<file path="src/hktt_pkg.sv">
// ----------------------------------------------------------------------------
// hktt_pkg
// Shared types, codes and tables for the HID key to terminal input translator.
// ----------------------------------------------------------------------------
package hktt_pkg;

  localparam logic [15:0] PAGE_KEYBOARD = 16'h0007;

  // Modifier usages (left / right)
  localparam logic [15:0] USAGE_LCTRL  = 16'h00e0;
  localparam logic [15:0] USAGE_LSHIFT = 16'h00e1;
  localparam logic [15:0] USAGE_LALT   = 16'h00e2;
  localparam logic [15:0] USAGE_LGUI   = 16'h00e3;
  localparam logic [15:0] USAGE_RCTRL  = 16'h00e4;
  localparam logic [15:0] USAGE_RSHIFT = 16'h00e5;
  localparam logic [15:0] USAGE_RALT   = 16'h00e6;
  localparam logic [15:0] USAGE_RGUI   = 16'h00e7;

  localparam logic [15:0] USAGE_V      = 16'h0019;
  localparam logic [15:0] USAGE_INSERT = 16'h0049;
  localparam logic [15:0] USAGE_A      = 16'h0004;
  localparam logic [15:0] USAGE_Z      = 16'h001d;
  localparam logic [15:0] USAGE_1      = 16'h001e;
  localparam logic [15:0] USAGE_SLASH  = 16'h0038;
  localparam logic [15:0] USAGE_F1     = 16'h003a;
  localparam logic [15:0] USAGE_F12    = 16'h0045;

  typedef enum logic [2:0] {
    KIND_NONE  = 3'd0,
    KIND_NAMED = 3'd1,
    KIND_FUNC  = 3'd2,
    KIND_CHAR  = 3'd3,
    KIND_PASTE = 3'd4
  } kind_t;

  typedef enum logic [3:0] {
    KEY_ENTER  = 4'd0,
    KEY_ESCAPE = 4'd1,
    KEY_BKSP   = 4'd2,
    KEY_TAB    = 4'd3,
    KEY_UP     = 4'd4,
    KEY_DOWN   = 4'd5,
    KEY_LEFT   = 4'd6,
    KEY_RIGHT  = 4'd7,
    KEY_HOME   = 4'd8,
    KEY_END    = 4'd9,
    KEY_INSERT = 4'd10,
    KEY_DELETE = 4'd11,
    KEY_PGUP   = 4'd12,
    KEY_PGDN   = 4'd13
  } named_key_t;

  typedef struct packed {
    logic [15:0] hid_page;
    logic [15:0] usage_code;
    logic        key_pressed;
    logic        caps_lock_on;
    logic        target_present;
  } item_t;

  typedef struct packed {
    logic ctrl;
    logic shift;
    logic alt;
  } mods_t;

  typedef struct packed {
    kind_t      event_kind;
    logic [3:0] key_code;
    logic [3:0] function_number;
    logic [6:0] character;
    logic       shift_flag;
    logic       ctrl_flag;
    logic       alt_flag;
  } result_t;

  // Punctuation / digit row, usages 0x1e..0x38; 0 means unmapped.
  function automatic logic [6:0] punct_char(input logic [4:0] idx, input logic shifted);
    logic [6:0] p;
    logic [6:0] s;
    begin
      p = 7'd0;
      s = 7'd0;
      case (idx)
        5'd0:  begin p = 7'h31; s = 7'h21; end // 1 !
        5'd1:  begin p = 7'h32; s = 7'h40; end // 2 @
        5'd2:  begin p = 7'h33; s = 7'h23; end // 3 #
        5'd3:  begin p = 7'h34; s = 7'h24; end // 4 $
        5'd4:  begin p = 7'h35; s = 7'h25; end // 5 %
        5'd5:  begin p = 7'h36; s = 7'h5e; end // 6 ^
        5'd6:  begin p = 7'h37; s = 7'h26; end // 7 &
        5'd7:  begin p = 7'h38; s = 7'h2a; end // 8 *
        5'd8:  begin p = 7'h39; s = 7'h28; end // 9 (
        5'd9:  begin p = 7'h30; s = 7'h29; end // 0 )
        5'd14: begin p = 7'h20; s = 7'h20; end // space
        5'd15: begin p = 7'h2d; s = 7'h5f; end // - _
        5'd16: begin p = 7'h3d; s = 7'h2b; end // = +
        5'd17: begin p = 7'h5b; s = 7'h7b; end // [ {
        5'd18: begin p = 7'h5d; s = 7'h7d; end // ] }
        5'd19: begin p = 7'h5c; s = 7'h7c; end // \ |
        5'd21: begin p = 7'h3b; s = 7'h3a; end // ; :
        5'd22: begin p = 7'h27; s = 7'h22; end // ' "
        5'd23: begin p = 7'h60; s = 7'h7e; end // ` ~
        5'd24: begin p = 7'h2c; s = 7'h3c; end // , <
        5'd25: begin p = 7'h2e; s = 7'h3e; end // . >
        5'd26: begin p = 7'h2f; s = 7'h3f; end // / ?
        default: begin p = 7'd0; s = 7'd0; end
      endcase
      punct_char = shifted ? s : p;
    end
  endfunction

endpackage

</file>
<file path="src/hktt_decode.sv">
// ----------------------------------------------------------------------------
// hktt_decode
// Combinational decode of one key item against the held modifier flags.
// ----------------------------------------------------------------------------
module hktt_decode (
  input  hktt_pkg::item_t   item,
  input  hktt_pkg::mods_t   mods,
  output hktt_pkg::mods_t   mods_nxt,
  output hktt_pkg::result_t res
);
  import hktt_pkg::*;

  logic [15:0] u;
  logic        is_mod;
  logic [6:0]  letter;
  logic [4:0]  pidx;
  logic [6:0]  pch;

  assign u      = item.usage_code;
  assign letter = 7'(7'd93 + u[6:0]);                 // 'a' + (u - 4)
  assign pidx   = 5'(u[7:0] - USAGE_1[7:0]);
  assign pch    = punct_char(pidx, mods.shift);

  always_comb begin
    mods_nxt = mods;
    is_mod   = 1'b0;
    res      = '0;
    if (item.hid_page == PAGE_KEYBOARD) begin
      case (u)
        USAGE_LCTRL,  USAGE_RCTRL:  begin mods_nxt.ctrl  = item.key_pressed; is_mod = 1'b1; end
        USAGE_LSHIFT, USAGE_RSHIFT: begin mods_nxt.shift = item.key_pressed; is_mod = 1'b1; end
        USAGE_LALT,   USAGE_RALT:   begin mods_nxt.alt   = item.key_pressed; is_mod = 1'b1; end
        USAGE_LGUI,   USAGE_RGUI:   is_mod = 1'b1;
        default:                    is_mod = 1'b0;
      endcase

      if (!is_mod && item.key_pressed && item.target_present) begin
        res.shift_flag = mods.shift;
        res.ctrl_flag  = mods.ctrl;
        res.alt_flag   = mods.alt;
        res.event_kind = KIND_NAMED;
        case (u)
          16'h0028: res.key_code = KEY_ENTER;
          16'h0029: res.key_code = KEY_ESCAPE;
          16'h002a: res.key_code = KEY_BKSP;
          16'h002b: res.key_code = KEY_TAB;
          16'h0052: res.key_code = KEY_UP;
          16'h0051: res.key_code = KEY_DOWN;
          16'h0050: res.key_code = KEY_LEFT;
          16'h004f: res.key_code = KEY_RIGHT;
          16'h004a: res.key_code = KEY_HOME;
          16'h004d: res.key_code = KEY_END;
          16'h0049: res.key_code = KEY_INSERT;
          16'h004c: res.key_code = KEY_DELETE;
          16'h004b: res.key_code = KEY_PGUP;
          16'h004e: res.key_code = KEY_PGDN;
          default:  res.event_kind = KIND_NONE;
        endcase

        if ((u == USAGE_INSERT && mods.shift) ||
            (u == USAGE_V && mods.shift && mods.ctrl)) begin
          res = '0;
          res.event_kind = KIND_PASTE;
        end else if (res.event_kind == KIND_NAMED) begin
          // named key already filled in
        end else if (u >= USAGE_F1 && u <= USAGE_F12) begin
          res.event_kind      = KIND_FUNC;
          res.function_number = 4'(u[3:0] - USAGE_F1[3:0] + 4'd1);
        end else begin
          res.shift_flag = 1'b0;
          if (u >= USAGE_A && u <= USAGE_Z) begin
            res.event_kind = KIND_CHAR;
            res.character  = (mods.shift != item.caps_lock_on) ? 7'(letter - 7'd32) : letter;
          end else if (u >= USAGE_1 && u <= USAGE_SLASH && pch != 7'd0) begin
            res.event_kind = KIND_CHAR;
            res.character  = pch;
          end
          if (res.event_kind == KIND_NONE) begin
            res = '0;
          end
        end
      end
    end
  end

endmodule

</file>
<file path="src/hid_key_to_terminal_input.sv">
// ----------------------------------------------------------------------------
// hid_key_to_terminal_input
// USB HID keyboard events (US layout) to terminal input events.
// ----------------------------------------------------------------------------
// Every accepted item gives exactly one result, which passes through the input
// register and then the result register; one item per cycle is sustained while
// the output side is not stalled. The block has
// two stages: an input register, then a short table decode into the result
// register. The held ctrl/shift/alt flags are updated as an item passes the
// decode stage, so each item sees the modifiers left by all earlier items.
// Left and right modifier keys share one flag. Results of kind none (other
// pages, modifier and GUI keys, releases, no target, unmapped usages) are
// still delivered, with all other fields zero. Stall on the input side rises
// only when both registers are full and the output side stalls.
// ----------------------------------------------------------------------------
module hid_key_to_terminal_input (
  input  logic        clk,
  input  logic        rst_n,

  input  logic        in_valid,
  output logic        in_stall,
  input  logic [15:0] in_hid_page,
  input  logic [15:0] in_usage_code,
  input  logic        in_key_pressed,
  input  logic        in_caps_lock_on,
  input  logic        in_target_present,

  output logic        out_valid,
  input  logic        out_stall,
  output logic [2:0]  out_event_kind,
  output logic [3:0]  out_key_code,
  output logic [3:0]  out_function_number,
  output logic [6:0]  out_character,
  output logic        out_shift_flag,
  output logic        out_ctrl_flag,
  output logic        out_alt_flag
);
  import hktt_pkg::*;

  // stage 1: input register
  logic    in_valid_r;
  item_t   item_r;
  // stage 2: result register
  logic    out_valid_r;
  result_t res_r;
  // held modifiers
  mods_t   mods_r;
  mods_t   mods_nxt;
  result_t res_nxt;

  logic advance;   // item moves from input register into result register
  logic load_in;   // new item taken into input register

  assign advance  = in_valid_r && (!out_valid_r || !out_stall);
  assign in_stall = in_valid_r && !advance;
  assign load_in  = in_valid && !in_stall;

  hktt_decode u_decode (
    .item     (item_r),
    .mods     (mods_r),
    .mods_nxt (mods_nxt),
    .res      (res_nxt)
  );

  always_ff @(posedge clk) begin
    if (!rst_n) begin
      in_valid_r  <= 1'b0;
      out_valid_r <= 1'b0;
      mods_r      <= '0;
    end else begin
      if (load_in) begin
        in_valid_r <= 1'b1;
      end else if (advance) begin
        in_valid_r <= 1'b0;
      end
      if (advance) begin
        out_valid_r <= 1'b1;
        mods_r      <= mods_nxt;
      end else if (!out_stall) begin
        out_valid_r <= 1'b0;
      end
    end
  end

  // payload registers, no reset
  always_ff @(posedge clk) begin
    if (load_in) begin
      item_r.hid_page       <= in_hid_page;
      item_r.usage_code     <= in_usage_code;
      item_r.key_pressed    <= in_key_pressed;
      item_r.caps_lock_on   <= in_caps_lock_on;
      item_r.target_present <= in_target_present;
    end
    if (advance) begin
      res_r <= res_nxt;
    end
  end

  assign out_valid           = out_valid_r;
  assign out_event_kind      = res_r.event_kind;
  assign out_key_code        = res_r.key_code;
  assign out_function_number = res_r.function_number;
  assign out_character       = res_r.character;
  assign out_shift_flag      = res_r.shift_flag;
  assign out_ctrl_flag       = res_r.ctrl_flag;
  assign out_alt_flag        = res_r.alt_flag;

`ifndef NO_ASSERTIONS
  // A character only travels with a character event.
  a_char_only: assert property (@(posedge clk) disable iff (!rst_n)
    out_valid_r && res_r.event_kind != KIND_CHAR |-> res_r.character == 7'd0)
    else $error("character set on non-character event");

  // Function key numbers stay in 1..12.
  a_fn_range: assert property (@(posedge clk) disable iff (!rst_n)
    out_valid_r && res_r.event_kind == KIND_FUNC |->
      res_r.function_number >= 4'd1 && res_r.function_number <= 4'd12)
    else $error("function number out of range");

  // A stalled result is held until taken.
  a_hold_result: assert property (@(posedge clk) disable iff (!rst_n)
    out_valid_r && out_stall |=> out_valid_r && $stable(res_r))
    else $error("stalled result changed");

  // Modifier flags move only when an item passes decode.
  a_mods_stable: assert property (@(posedge clk) disable iff (!rst_n)
    !advance |=> $stable(mods_r))
    else $error("modifier flags changed without an item");
`endif

endmodule
</file>
<file path="config.mk">
export PLATFORM = sky130hd
export DESIGN_NAME = hid_key_to_terminal_input
export DESIGN_NICKNAME = d
export VERILOG_FILES = /design/src/hktt_pkg.sv /design/src/hktt_decode.sv /design/src/hid_key_to_terminal_input.sv
export SDC_FILE = /design/constraint.sdc
export NUM_CORES = 1
export LEC_CHECK = 0
export BUFFER_PORTS_ARGS = -buffer_cell sky130_fd_sc_hd__buf_2
export CAP_MARGIN = 10
export CORE_MARGIN = 1.5
export CORE_UTILIZATION = 30
export CTS_CLUSTER_SIZE = 30
export DETAILED_ROUTE_END_ITERATION = 7
export PLACE_DENSITY_LB_ADDON = 0.3
export SLEW_MARGIN = 20
export SYNTH_ARGS = -nofsm -noshare
export SYNTH_HDL_FRONTEND = slang
export SYNTH_SLANG_ARGS = --single-unit
</file>
<file path="constraint.sdc">
create_clock -name clk -period 2.97 [get_ports clk]
set_clock_uncertainty 0.15 [all_clocks]
set_input_delay 0.4455 -clock clk [delete_from_list [all_inputs] [get_ports clk]]
set_output_delay 0.4455 -clock clk [all_outputs]
set_load 0.05 [all_outputs]
</file>
==> metrics.md <==
| Metric | Value |
|---|---|
| HP Start | `in_hid_page[6]` |
| Synth Warn # | `0` |
| Power density cells | `500 nW/um2` |
| Die W | `111 um` |
| Max IR drop VDD | `0.333 mV` |
| Slew @ Worst Pin | `765 ps` |
| Worst Path Arrival | `2790 ps` |
| Sequential fraction of the synthesis area | `50.8%` |
| Count of final setup violators | `0` |
| Worst skew pair latency | `320 ps` |
| Synth unique cells | `60` |
| Layout Cells excl Fill | `575` |
| IO Pins | `62` |
| Post-synthesis cell count | `323` |
| Via count | `2905` |
| Worst-path maximum fanout | `6` |
| Ranking of synthesized cells by area | `edfxtp_1 48%, ha_1 4.6%, nand2_1 3.0%` |
| CTS H-Tree Depth | `3` |
| First-pass GRT wire length | `14.1 mm` |
| Clock transition at path regs | `60 ps` |
| TritonCTS Buffers | `9` |
| Worst slack at placement | `-147 ps` |
| Max Slew Vio Count | `0` |
| DRC viols | `0` |
| Total die area | `12300 um2` |
| Critical path class | `reg2reg` |
| CP Capture Type | `flop` |
| Mapped Avg Cell Area | `10.9 um2` |
| Wire length per cell | `15.7 um` |
| Filler cells | `1131` |
| Drt first-iter violations | `222` |
| Tcrit/Tclk final | `96.8%` |
| Setup crit start | `item_r[5]` |
| Post-synth EDFFs | `56` |
| Commonest non-fill, non-tap cell in the layout | `buf_2` |
| Post-Syn Area | `3510 um2` |
| Initial core utilization | `30.7%` |
| R2R Path Start | `item_r[5]` |
| FF-to-FF setup slack | `100 ps` |
| Final hold violation count | `0` |
| Max_slew headroom | `48.9%` |
| First-pass DRT Iterations | `4` |
| DR vias/cell | `5.05` |
| Outcome | `completed` |
| Worst Setup Start Kind | `flop` |
| Number of global-route vias before repair | `2775` |
| Max-cap viol count | `0` |
| Fin Hold WS | `144 ps` |
| RSZ-0062 raised after global routing | `yes` |
| Final period demand of the worst path | `2870 ps` |
| CTS root buffer | `clkbuf_16` |
| Core area | `11400 um2` |
| Post-Syn Nets | `375` |
| Inserted Diodes | `0` |
| Fmax | `348 MHz` |
| Primary FF master, synth | `edfxtp_1` |
| HPWL Detailed | `6.64 mm` |
| Hold crit path type | `in2reg` |
| GRT Residual Overflow | `0` |
| PortBufs | `61` |
| Total Routing Usage GR | `14.3%` |
| Async set or reset register ratio after synthesis | `0%` |
| Largest net degree at the start of global routing | `36` |
| Top cell type's share of synthesized area | `48.0%` |
| # hold bufs at CTS | `0` |
| Die Ht | `111 um` |
| Fin Setup TNS | `0 ps` |
| TritonCTS clock tree | `built` |
| Setup ws final | `96.1 ps` |
| Cell leakage power | `0.00174 uW` |
| Most frequent cells in the layout | `61 x buf_2, 56 x edfxtp_1, 49 x buf_4` |
| Yosys reg bits | `61` |
| Largest area contributor in the netlist | `edfxtp_1` |
| Placer Congestion | `0.891` |
| Max clock buf depth | `2` |
| Post-layout net count | `479` |
| Row count | `39` |
| Initial antenna violation count | `0` |
| Layout area overhead | `36.8%` |
| Num Clock Sinks | `61` |
| DRT antenna net count | `0` |
| Inst Count DP | `553` |
| Crit path required time | `2890 ps` |
| Final wirelength | `9.01 mm` |
| Share of cells above drive strength 1 | `41.2%` |
[worst paths after layout]
| check | end | cells past startpoint |
|---|---|---|
| min reg2reg | mods_r[0] | 2 |
| min | item_r[25] | 1 |
| max | out_ctrl_flag | 12 |
| max reg2reg | out_ctrl_flag | 12 |
[final cells by class]
cell class | count | area, um2 | share of cell area, %
multi-input cells | 228 | 1770 | 36.9
well taps | 143 | 179 | 3.73
repair buffers | 115 | 746 | 15.5
clock inverters | 7 | 51.3 | 1.07
clock buffers | 9 | 225 | 4.70
inverters | 12 | 45.0 | 0.939
flip-flops and latches | 61 | 1780 | 37.2
[synthesized netlist by cell type, types with 5 or more instances]
master    number
inv_1         11
nand3_1        5
ha_1          13
xnor2_1        6
o211ai_1       6
edfxtp_1      56
buf_2         12
nand2_1       28
and2_1         6
nor3b_1        6
nor2_1        21
nor3_1        10
clkbuf_1       7
o21ai_0       13
nor2b_1       10
a21oi_1       18
dfxtp_1        5
a211oi_1       6
nand4_1        9
[flip-flops by register name, summed over array words and instances, names as in the netlist]
signal / cells
in_valid_r: 1
item_r: 35
mods_r: 3
out_alt_flag: 1
out_character: 7
out_ctrl_flag: 1
out_event_kind: 3
out_function_number: 4
out_key_code: 4
out_shift_flag: 1
out_valid: 1
[where the power goes]
part / leakage (uW) / switching (uW) / internal, uW
clock network: 0.000132 / 371 / 565
logic: 0.00104 / 260 / 197
registers: 0.000566 / 20.1 / 986
[metal layers]
layer | up-vias | GRT usage (%) | routed length (um) | share of wire (%)
met5 | - | 0 | 0 | 0
met4 | 0 | 3.38 | 61 | 0.68
met3 | 9 | 3.28 | 516 | 5.7
met2 | 91 | 22.2 | 4210 | 47
met1 | 1373 | 20.3 | 4230 | 47
li1 | 1432 | - | - | -
[critical path, stage by stage, from the launching register on]
cell and delay (ps):
edfxtp_1 390, ha_2 220, inv_2 70, ha_4 230, buf_12 130, mux2_4 310
a221oi_4 270, a311oi_2 80, a211oi_2 180, buf_4 160, a41oi_4 110, nor3_4 230
nor3b_1 70
[through the flow]
stage	power, uW	cell area [um2]	utilization [%]
global route	2500	4800	42.0
floorplan	1260	3510	-
detailed placement	1410	4250	37.2
finish	2400	4800	42.0
global placement	1410	4250	37.2
CTS	2370	4560	39.9
[repair_timing]
action	4_1_cts	5_1_grt
pin swaps	2	11
buffers inserted	0	6
setup endpoints to repair	4	13
resized for setup	8	46
[cell families after synthesis]
group / synth area share [%]
buffers and inverters: 4.50
AND/OR/NAND/NOR: 20.7
AO/OA/AOI/OAI: 15.0
adder cells (fa/ha/maj): 4.64
flip-flops: 50.8
XOR/XNOR: 2.25
multiplexers: 2.14
Note: power is estimated with default switching activity, not from simulation.
